[src/rtl/core/sdfr_pkg.sv]
// Shared types and constants of the spatial derivative filter.
`default_nettype none

package sdfr_pkg;

    // Field widths
    localparam int SAMPLE_W = 16;
    localparam int COEF_W   = 16;
    localparam int LEN_W    = 9;
    localparam int OUT_W    = 20;
    localparam int POS_W    = 8;

    // Internal arithmetic widths
    localparam int DIFF_W   = SAMPLE_W + 1;
    localparam int PROD_W   = COEF_W + DIFF_W;
    localparam int ACC_W    = PROD_W + 2;
    localparam int FRAC_W   = 15;
    localparam int NEG_W    = OUT_W + 1;
    localparam int MAG_W    = OUT_W + 2;
    localparam int RECT_W   = OUT_W + 3;

    // Filter geometry
    localparam int WIN_DEPTH  = 8;
    localparam int HALF_TAPS  = 4;
    localparam int CALC_FIRST = 2 * HALF_TAPS;
    localparam int MAX_RUN    = HALF_TAPS + 1;
    localparam int CNT_W      = 3;

    // Configuration port
    localparam int PADDR_W = 5;
    localparam int PDATA_W = 32;

    typedef enum logic [PADDR_W-3:0] {
        REG_FRAME_SIZE,
        REG_COEF_INNER,
        REG_COEF_SECOND,
        REG_COEF_THIRD,
        REG_COEF_OUTER
    } t_reg_idx;

    localparam logic [LEN_W-1:0]         FRAME_SIZE_RST  = 9'd188;
    localparam logic signed [COEF_W-1:0] COEF_INNER_RST  = 16'sd18078;
    localparam logic signed [COEF_W-1:0] COEF_SECOND_RST = 16'sd9041;
    localparam logic signed [COEF_W-1:0] COEF_THIRD_RST  = 16'sd4519;
    localparam logic signed [COEF_W-1:0] COEF_OUTER_RST  = 16'sd1130;

    typedef struct packed {
        logic [LEN_W-1:0]         frame_size;
        logic signed [COEF_W-1:0] coef_inner;
        logic signed [COEF_W-1:0] coef_second;
        logic signed [COEF_W-1:0] coef_third;
        logic signed [COEF_W-1:0] coef_outer;
    } t_cfg;

endpackage

`default_nettype wire

[src/rtl/core/sdfr_regs.sv]
// Configuration register file of the spatial derivative filter.
`default_nettype none

module sdfr_regs
    import sdfr_pkg::*;
(
    input  logic               i_clk,
    input  logic               i_rst_n,
    input  logic               psel,
    input  logic               penable,
    input  logic               pwrite,
    input  logic [PADDR_W-1:0] paddr,
    input  logic [PDATA_W-1:0] pwdata,
    output logic [PDATA_W-1:0] prdata,
    output logic               pready,
    output t_cfg               o_cfg
);

    t_cfg     r_cfg;
    t_reg_idx w_idx;
    logic     w_write;

    assign w_idx   = t_reg_idx'(paddr[PADDR_W-1:2]);
    assign w_write = psel && penable && pwrite;
    assign pready  = 1'b1;
    assign o_cfg   = r_cfg;

    always_ff @(posedge i_clk) begin
        if (!i_rst_n) begin
            r_cfg.frame_size  <= FRAME_SIZE_RST;
            r_cfg.coef_inner  <= COEF_INNER_RST;
            r_cfg.coef_second <= COEF_SECOND_RST;
            r_cfg.coef_third  <= COEF_THIRD_RST;
            r_cfg.coef_outer  <= COEF_OUTER_RST;
        end else if (w_write) begin
            unique case (w_idx)
                REG_FRAME_SIZE:  r_cfg.frame_size  <= pwdata[LEN_W-1:0];
                REG_COEF_INNER:  r_cfg.coef_inner  <= pwdata[COEF_W-1:0];
                REG_COEF_SECOND: r_cfg.coef_second <= pwdata[COEF_W-1:0];
                REG_COEF_THIRD:  r_cfg.coef_third  <= pwdata[COEF_W-1:0];
                REG_COEF_OUTER:  r_cfg.coef_outer  <= pwdata[COEF_W-1:0];
                default: ;
            endcase
        end
    end

    always_comb begin
        unique case (w_idx)
            REG_FRAME_SIZE:  prdata = PDATA_W'(r_cfg.frame_size);
            REG_COEF_INNER:  prdata = PDATA_W'($signed(r_cfg.coef_inner));
            REG_COEF_SECOND: prdata = PDATA_W'($signed(r_cfg.coef_second));
            REG_COEF_THIRD:  prdata = PDATA_W'($signed(r_cfg.coef_third));
            REG_COEF_OUTER:  prdata = PDATA_W'($signed(r_cfg.coef_outer));
            default:         prdata = '0;
        endcase
    end

endmodule

`default_nettype wire

[src/rtl/core/spatial_derivative_fir_rectify.sv]
// Top level of the spatial derivative filter with rectification.
`default_nettype none

// Streams the samples of one frame and applies the antisymmetric nine-tap
// derivative mask at every position, giving the plus result, its negation and
// the rectified sum. One sample is accepted per clock cycle while the input is
// not stalled. The result for position j leaves after sample j+4 has been
// accepted and has passed a four-register pipeline (difference, multiply,
// accumulate, result); the first result of an item shows once the item
// reaches the result register. Samples 0 to 3 of a frame produce no result
// unless one of them ends the frame; the final sample of a frame produces up
// to five results, delivered one per cycle from the result register while the
// output is not stalled. The input stalls only when the three stages behind
// the result register all hold items that cause results. The first and last
// four positions of a frame read as zero.
module spatial_derivative_fir_rectify
    import sdfr_pkg::*;
#(
    parameter int MAX_SAMPLES = 256
) (
    input  logic                       i_clk,
    input  logic                       i_rst_n,
    input  logic                       psel,
    input  logic                       penable,
    input  logic                       pwrite,
    input  logic [PADDR_W-1:0]         paddr,
    input  logic [PDATA_W-1:0]         pwdata,
    output logic [PDATA_W-1:0]         prdata,
    output logic                       pready,
    input  logic                       i_in_valid,
    output logic                       o_in_stall,
    input  logic signed [SAMPLE_W-1:0] i_sample,
    output logic                       o_out_valid,
    input  logic                       i_out_stall,
    output logic signed [OUT_W-1:0]    o_plus_value,
    output logic signed [OUT_W-1:0]    o_minus_value,
    output logic [OUT_W-1:0]           o_rectified_sum,
    output logic [POS_W-1:0]           o_position,
    output logic                       o_run_end,
    output logic                       o_frame_done
);

    localparam int PW = $clog2(MAX_SAMPLES);
    localparam int CW = (PW + 1 > LEN_W) ? PW + 1 : LEN_W;

    typedef struct packed {
        logic             calc;
        logic             last;
        logic [CNT_W-1:0] count;
        logic [PW-1:0]    start;
    } t_ctrl;

    t_cfg w_cfg;

    sdfr_regs u_regs (
        .i_clk   (i_clk),
        .i_rst_n (i_rst_n),
        .psel    (psel),
        .penable (penable),
        .pwrite  (pwrite),
        .paddr   (paddr),
        .pwdata  (pwdata),
        .prdata  (prdata),
        .pready  (pready),
        .o_cfg   (w_cfg)
    );

    // Input side: window, position counter and per-item control
    logic signed [SAMPLE_W-1:0] r_win [WIN_DEPTH];
    logic [PW-1:0]              r_in_pos;
    logic [PW-1:0]              n_in_pos;
    logic [CW-1:0]              w_len;
    logic [CW-1:0]              w_pos_ext;
    logic                       w_last;
    logic                       w_accept;
    t_ctrl                      w_ctrl;

    // Pipeline registers
    logic                       r_v1;
    logic                       r_v2;
    logic                       r_v3;
    logic                       r_run_valid;
    logic signed [DIFF_W-1:0]   r_diff [HALF_TAPS];
    logic signed [PROD_W-1:0]   r_prod [HALF_TAPS];
    t_ctrl                      r_ctrl1;
    t_ctrl                      r_ctrl2;
    t_ctrl                      r_ctrl3;
    t_ctrl                      r_run;
    logic signed [OUT_W-1:0]    r_plus3;
    logic signed [NEG_W-1:0]    r_minus3;
    logic signed [OUT_W-1:0]    r_run_plus;
    logic signed [OUT_W-1:0]    r_run_minus;
    logic [OUT_W-1:0]           r_run_rect;
    logic [CNT_W-1:0]           r_run_idx;

    logic                       w_free1;
    logic                       w_free2;
    logic                       w_free3;
    logic                       w_free4;
    logic                       w_take;
    logic                       w_run_end;

    logic signed [ACC_W-1:0]    w_acc;
    logic signed [OUT_W-1:0]    w_plus;
    logic signed [NEG_W-1:0]    w_minus;
    logic                       w_frac_zero;
    logic signed [MAG_W-1:0]    w_abs_minus;
    logic signed [RECT_W-1:0]   w_rect_pre;
    logic [OUT_W-1:0]           w_rect;
    logic                       w_calc_now;

    // A length of zero behaves as one, and lengths beyond the storage clamp.
    always_comb begin
        w_len = CW'(w_cfg.frame_size);
        if (w_len == '0) begin
            w_len = CW'(1);
        end else if (w_len > CW'(MAX_SAMPLES)) begin
            w_len = CW'(MAX_SAMPLES);
        end
    end

    assign w_pos_ext = CW'(r_in_pos);
    assign w_last    = (w_pos_ext + CW'(1)) >= w_len;
    assign n_in_pos  = w_last ? '0 : r_in_pos + PW'(1);

    // The item at position p completes position p-4; the final item of a
    // frame also flushes every position up to its own.
    always_comb begin
        w_ctrl.last  = w_last;
        w_ctrl.calc  = (r_in_pos >= PW'(CALC_FIRST)) && (w_pos_ext < w_len);
        w_ctrl.start = (r_in_pos >= PW'(HALF_TAPS)) ? r_in_pos - PW'(HALF_TAPS) : '0;
        if (w_last) begin
            w_ctrl.count = CNT_W'(r_in_pos - w_ctrl.start) + CNT_W'(1);
        end else begin
            w_ctrl.count = (r_in_pos >= PW'(HALF_TAPS)) ? CNT_W'(1) : '0;
        end
    end

    // Stall chain: a stage may load when it is empty or its item moves on.
    assign w_take    = r_run_valid && !i_out_stall;
    assign w_run_end = r_run_idx == (r_run.count - CNT_W'(1));
    assign w_free4   = !r_run_valid || (w_take && w_run_end);
    assign w_free3   = !r_v3 || w_free4;
    assign w_free2   = !r_v2 || w_free3;
    assign w_free1   = !r_v1 || w_free2;
    assign o_in_stall = !w_free1;
    assign w_accept  = i_in_valid && w_free1;

    always_ff @(posedge i_clk) begin
        if (!i_rst_n) begin
            r_in_pos    <= '0;
            r_v1        <= 1'b0;
            r_v2        <= 1'b0;
            r_v3        <= 1'b0;
            r_run_valid <= 1'b0;
            r_run_idx   <= '0;
        end else begin
            if (w_accept) begin
                r_in_pos <= n_in_pos;
            end
            if (w_free1) begin
                r_v1 <= w_accept && (w_ctrl.count != '0);
            end
            if (w_free2) begin
                r_v2 <= r_v1;
            end
            if (w_free3) begin
                r_v3 <= r_v2;
            end
            if (w_free4) begin
                r_run_valid <= r_v3;
                r_run_idx   <= '0;
            end else if (w_take) begin
                r_run_idx <= r_run_idx + CNT_W'(1);
            end
        end
    end

    // Window shift and differences of the mirrored taps.
    always_ff @(posedge i_clk) begin
        if (w_accept) begin
            for (int i = WIN_DEPTH - 1; i > 0; i--) begin
                r_win[i] <= r_win[i-1];
            end
            r_win[0]  <= i_sample;
            r_diff[0] <= DIFF_W'(r_win[7]) - DIFF_W'(i_sample);
            r_diff[1] <= DIFF_W'(r_win[6]) - DIFF_W'(r_win[0]);
            r_diff[2] <= DIFF_W'(r_win[5]) - DIFF_W'(r_win[1]);
            r_diff[3] <= DIFF_W'(r_win[4]) - DIFF_W'(r_win[2]);
            r_ctrl1   <= w_ctrl;
        end
    end

    always_ff @(posedge i_clk) begin
        if (w_free2) begin
            r_prod[0] <= PROD_W'($signed(w_cfg.coef_outer)) * PROD_W'(r_diff[0]);
            r_prod[1] <= PROD_W'($signed(w_cfg.coef_third)) * PROD_W'(r_diff[1]);
            r_prod[2] <= PROD_W'($signed(w_cfg.coef_second)) * PROD_W'(r_diff[2]);
            r_prod[3] <= PROD_W'($signed(w_cfg.coef_inner)) * PROD_W'(r_diff[3]);
            r_ctrl2   <= r_ctrl1;
        end
    end

    // Taking the upper bits of the sum floors it; the negated mask floors
    // to one less than the negation whenever a fraction is dropped.
    assign w_acc = ACC_W'(r_prod[0]) + ACC_W'(r_prod[1])
                 + ACC_W'(r_prod[2]) + ACC_W'(r_prod[3]);
    assign w_plus      = w_acc[ACC_W-1:FRAC_W];
    assign w_frac_zero = (w_acc[FRAC_W-1:0] == '0);
    assign w_minus     = ~NEG_W'(w_plus) + NEG_W'(w_frac_zero);

    always_ff @(posedge i_clk) begin
        if (w_free3) begin
            r_plus3  <= w_plus;
            r_minus3 <= w_minus;
            r_ctrl3  <= r_ctrl2;
        end
    end

    assign w_abs_minus = r_minus3[NEG_W-1] ? -MAG_W'(r_minus3) : MAG_W'(r_minus3);
    assign w_rect_pre  = RECT_W'(r_plus3) + RECT_W'(w_abs_minus);
    assign w_rect      = OUT_W'(w_rect_pre[RECT_W-1] ? -w_rect_pre : w_rect_pre);

    always_ff @(posedge i_clk) begin
        if (w_free4) begin
            r_run_plus  <= r_plus3;
            r_run_minus <= OUT_W'(r_minus3);
            r_run_rect  <= w_rect;
            r_run       <= r_ctrl3;
        end
    end

    // Only the first result of a run can carry a computed value.
    assign w_calc_now      = r_run.calc && (r_run_idx == '0);
    assign o_out_valid     = r_run_valid;
    assign o_plus_value    = w_calc_now ? r_run_plus : '0;
    assign o_minus_value   = w_calc_now ? r_run_minus : '0;
    assign o_rectified_sum = w_calc_now ? r_run_rect : '0;
    assign o_position      = POS_W'(r_run.start + PW'(r_run_idx));
    assign o_run_end       = w_run_end;
    assign o_frame_done    = w_run_end && r_run.last;

`ifndef NO_ASSERTIONS
    a_run_count: assert property (@(posedge i_clk) disable iff (!i_rst_n)
        r_run_valid |-> (r_run.count != '0) && (r_run.count <= CNT_W'(MAX_RUN)))
        else $error("result run holds an impossible result count");

    a_run_idx: assert property (@(posedge i_clk) disable iff (!i_rst_n)
        r_run_valid |-> r_run_idx < r_run.count)
        else $error("result index ran past the end of its run");

    a_stall_full: assert property (@(posedge i_clk) disable iff (!i_rst_n)
        o_in_stall |-> r_v1 && r_v2 && r_v3 && r_run_valid)
        else $error("input stalled while the pipeline had a free stage");

    a_frame_wrap: assert property (@(posedge i_clk) disable iff (!i_rst_n)
        w_accept && w_last |=> r_in_pos == '0)
        else $error("position counter did not wrap at the end of a frame");
`endif

endmodule

`default_nettype wire

[config.mk]
export PLATFORM = sky130hd
export DESIGN_NAME = spatial_derivative_fir_rectify
export DESIGN_NICKNAME = d
export VERILOG_FILES = /design/src/rtl/core/sdfr_pkg.sv /design/src/rtl/core/sdfr_regs.sv /design/src/rtl/core/spatial_derivative_fir_rectify.sv
export SDC_FILE = /design/constraint.sdc
export NUM_CORES = 2
export LEC_CHECK = 0
export ABC_CLOCK_PERIOD_IN_PS = 13100
export BUFFER_PORTS_ARGS = -buffer_cell sky130_fd_sc_hd__buf_2
export CORE_MARGIN = 2
export CORE_UTILIZATION = 60
export CTS_BUF_LIST = sky130_fd_sc_hd__clkbuf_8
export CTS_CLUSTER_DIAMETER = 30
export CTS_CLUSTER_SIZE = 30
export DETAILED_ROUTE_END_ITERATION = 7
export PLACE_DENSITY_LB_ADDON = 0.25
export REMOVE_ABC_BUFFERS = 1
export SKIP_CTS_REPAIR_TIMING = 1
export SYNTH_ARGS = -nofsm -noshare
export SYNTH_HDL_FRONTEND = slang
export SYNTH_SLANG_ARGS = --single-unit
[constraint.sdc]
create_clock -name i_clk -period 13.1 [get_ports i_clk]
set_clock_uncertainty 0.05 [all_clocks]
set_input_delay 1.31 -clock i_clk [delete_from_list [all_inputs] [get_ports i_clk]]
set_output_delay 1.31 -clock i_clk [all_outputs]
set_load 0.03 [all_outputs]
==> summary.txt <==
Status: finished clean
Final nets: 8580
Mux share of post-synthesis cell area: 0.002920
Cell taking the most area after synthesis: fa_1
Min-Delay Path Class: reg -> reg
Yosys cell types: 82
Total GRT Usage: 0.2980
Most frequent cells after synthesis: inv_1 (1358), fa_1 (1177), nand2_1 (787), and2_1 (605), ha_1 (490)
Post-synthesis adder-cell area fraction: 0.4305
Fraction of registers with async set/reset: 0
Startpoint Class: flip-flop
Via count: 47680
Core area: 0.1142 mm²
Count leader, synth: inv_1
Largest net degree at the start of global routing: 89
Fin. max-slew vios: 0
Largest family of logic cells by synthesized area: adder cells
Longest Clk Path Bufs: 3
Die area: 0.1177 mm²
Per-cell routed wire length: 19.96 µm
Antenna violations before repair: 18
Count of buffers from port buffering: 145
EDFF count, synth: 481
Area Growth Syn to Fin: 6.548%
Complex-gate fraction of the synthesized area: 0.06637
Clk Latency, worst-skew pair: 790 ps
Post-route ant nets: 0
Crit. End Element: flip-flop
Buf/Inv on CP: 3
Synth Instances: 6806
Critical path class: reg -> reg
Final Critical Period: 7895 ps
Num CTS Buffers: 106
Die X: 343.1 µm
Drt total wl: 168900 µm
Cell Area, Synth: 0.06898 mm²
Initial DRT Pass Iterations: 8
Worst hold margin: 367.2 ps
Final worst path period share: 0.6026
DRC errors left: 0
Slew headroom: 0.1520
Worst-path cell chain: nand2_1 -> fa_1 -> fa_1 -> fa_1 -> inv_1 -> fa_1 -> fa_1 -> inv_1 -> fa_1 -> inv_1 -> ha_1 -> a21o_1 -> a21oi_1 -> o21bai_1 -> a41oi_1 -> o31ai_1 -> a311oi_1 -> nor3_1 -> a2111oi_0 -> o21ai_0 -> xor2_1
# rows: 124
Fillers: 9219
DP HPWL: 134800 µm
Seq/Total Area, Yosys: 0.2349
Post-Synth XOR/XNOR Area: 0.03655
Worst path slowest cell: dfxtp_1
Root Buffer: clkbuf_8
Chip Height: 343.1 µm
Max-cap violations: 0
RSZ-0062 raised after global routing: false
Critical Path RT: 13540 ps
CTS tree: done
Proportion of netlist area held by the largest area contributor: 0.3416
Worst-margin pin slew: 1270 ps
Number of vias per cell: 5.633
Fmax: 0.1267 GHz
CP peak stage delay: 1040 ps
Setup TNS: 0 ps
First-pass GRT wire length: 269800 µm
Setup Viol. Count Final: 0
Worst-path clk slew: 70 ps
GRT overflow: 0
Seq cells post-synth: 569
Iteration-0 DRC count of the detailed router: 3558
Clock Sinks: 569
Final Hold Fails: 0
Main area contributors after synthesis: fa_1 (34%), edfxtp_1 (21%), ha_1 (8.9%), inv_1 (7.4%), and2_1 (5.5%)
Initial Util: 0.6040
CP delay by family, top: adder cells
Worst Path Max Fanout: 19
CTS H-tree depth: 3
Synth Area in Simple Gates: 0.1401
Number of global-route vias before repair: 49330
Ports: 165
Data arrival time of the worst path: 8330 ps
Crit path top cell by count: fa_1
Synth Area per Inst: 10.13 µm²
Placer Congestion: 0.9509
Layout cells sized above 1: 0.06118
Synth Warn #: 0
Most used DFF post-synth: edfxtp_1
[state kept, by name, indices dropped and copies added (netlist names), 20 cells and up]
name / cells
r_plus3: 20
r_run_rect: 20
r_run_plus: 20
r_diff: 68
r_minus3: 21
r_win: 128
r_prod: 132
r_run_minus: 20
u_regs.o_cfg: 73
[layer usage]
layer	GRT usage	part of all wire	vias to the layer above
met3	0.04549	0.076	414
met1	0.3928	0.40	24030
li1	-	-	21370
met5	0	0.00054	-
met4	0.1257	0.048	14
met2	0.4947	0.48	1841
[cell usage in the layout, fill, tap and decap left out, drive strengths merged, types with 34 or more instances in the layout]
cell and count:
o21a 40, nand2 787, o21ai 134, inv 1401, nand3 88, nor2b 34
edfxtp 481, xnor2 220, and2 606, nor3 57, clkbuf 106, buf 187
nor2 226, ha 490, dfxtp 88, fa 1177, a21boi 69, a21oi 149
a21o 77, nand2b 44, xor2 67
[per-stage QoR]
step | util | cell area, µm² | cells | setup slack (ps)
after floorplan | - | 67970 | 6558 | 2305
after global placement | 0.6212 | 70940 | 8257 | 5421
after detailed placement | 0.6212 | 70940 | 8257 | 5424
after CTS | 0.6435 | 73480 | 8459 | 5383
after global routing | 0.6436 | 73490 | 8462 | 4850
final | 0.6436 | 73490 | 8464 | 5205
[worst reg2reg max path: stages (launching register included)]
cell and delay [ps]:
dfxtp_1 1040, nand2_1 210, fa_1 560, fa_1 510, fa_1 520, inv_1 60
fa_1 490, fa_1 510, inv_1 50, fa_1 470, inv_1 40, ha_1 330
a21o_1 200, a21oi_1 150, o21bai_1 70, a41oi_1 350, o31ai_1 240, a311oi_1 460
nor3_1 120, a2111oi_0 560, o21ai_0 190, xor2_1 440
[cell type report]
type | instances | area [µm²] | area share
Clock buffer | 106 | 1459 | 0.01985
Tap cell | 1512 | 1892 | 0.02574
Inverter | 1359 | 5114 | 0.06958
Sequential cell | 569 | 16210 | 0.2205
Clock inverter | 96 | 1084 | 0.01474
Antenna cell | 5 | 12.51 | 0.0001702
Multi-Input combinational cell | 4630 | 46690 | 0.6352
Timing Repair Buffer | 187 | 1041 | 0.01416
[cells by family (layout without fill, tap and decap cells)]
logic type      count (synthesis)  after routing
flops                         569            569
fa+ha+maj                    1667           1667
mux                            19             19
simple gates                 1965           1965
other cells                     2              7
compound gates                690            690
xor+xnor                      287            287
buf+inv                      1607           1748
[final timing paths]
check / start / to / slack, ps / cells past startpoint
max: u_regs.o_cfg[33]$_SDFFE_PN0P_ / r_prod[2][31]$_DFFE_PP_ / 5210 / 21
max reg2reg: u_regs.o_cfg[33]$_SDFFE_PN0P_ / r_prod[2][31]$_DFFE_PP_ / 5210 / 21
min: r_ctrl1[8]$_DFFE_PP_ / r_ctrl2[8]$_DFFE_PP_ / 370 / 0
min reg2reg: r_ctrl1[8]$_DFFE_PP_ / r_ctrl2[8]$_DFFE_PP_ / 370 / 0
Power is not shown: default switching activity piles up to over one toggle a cycle in this logic, so the estimate is an artifact.
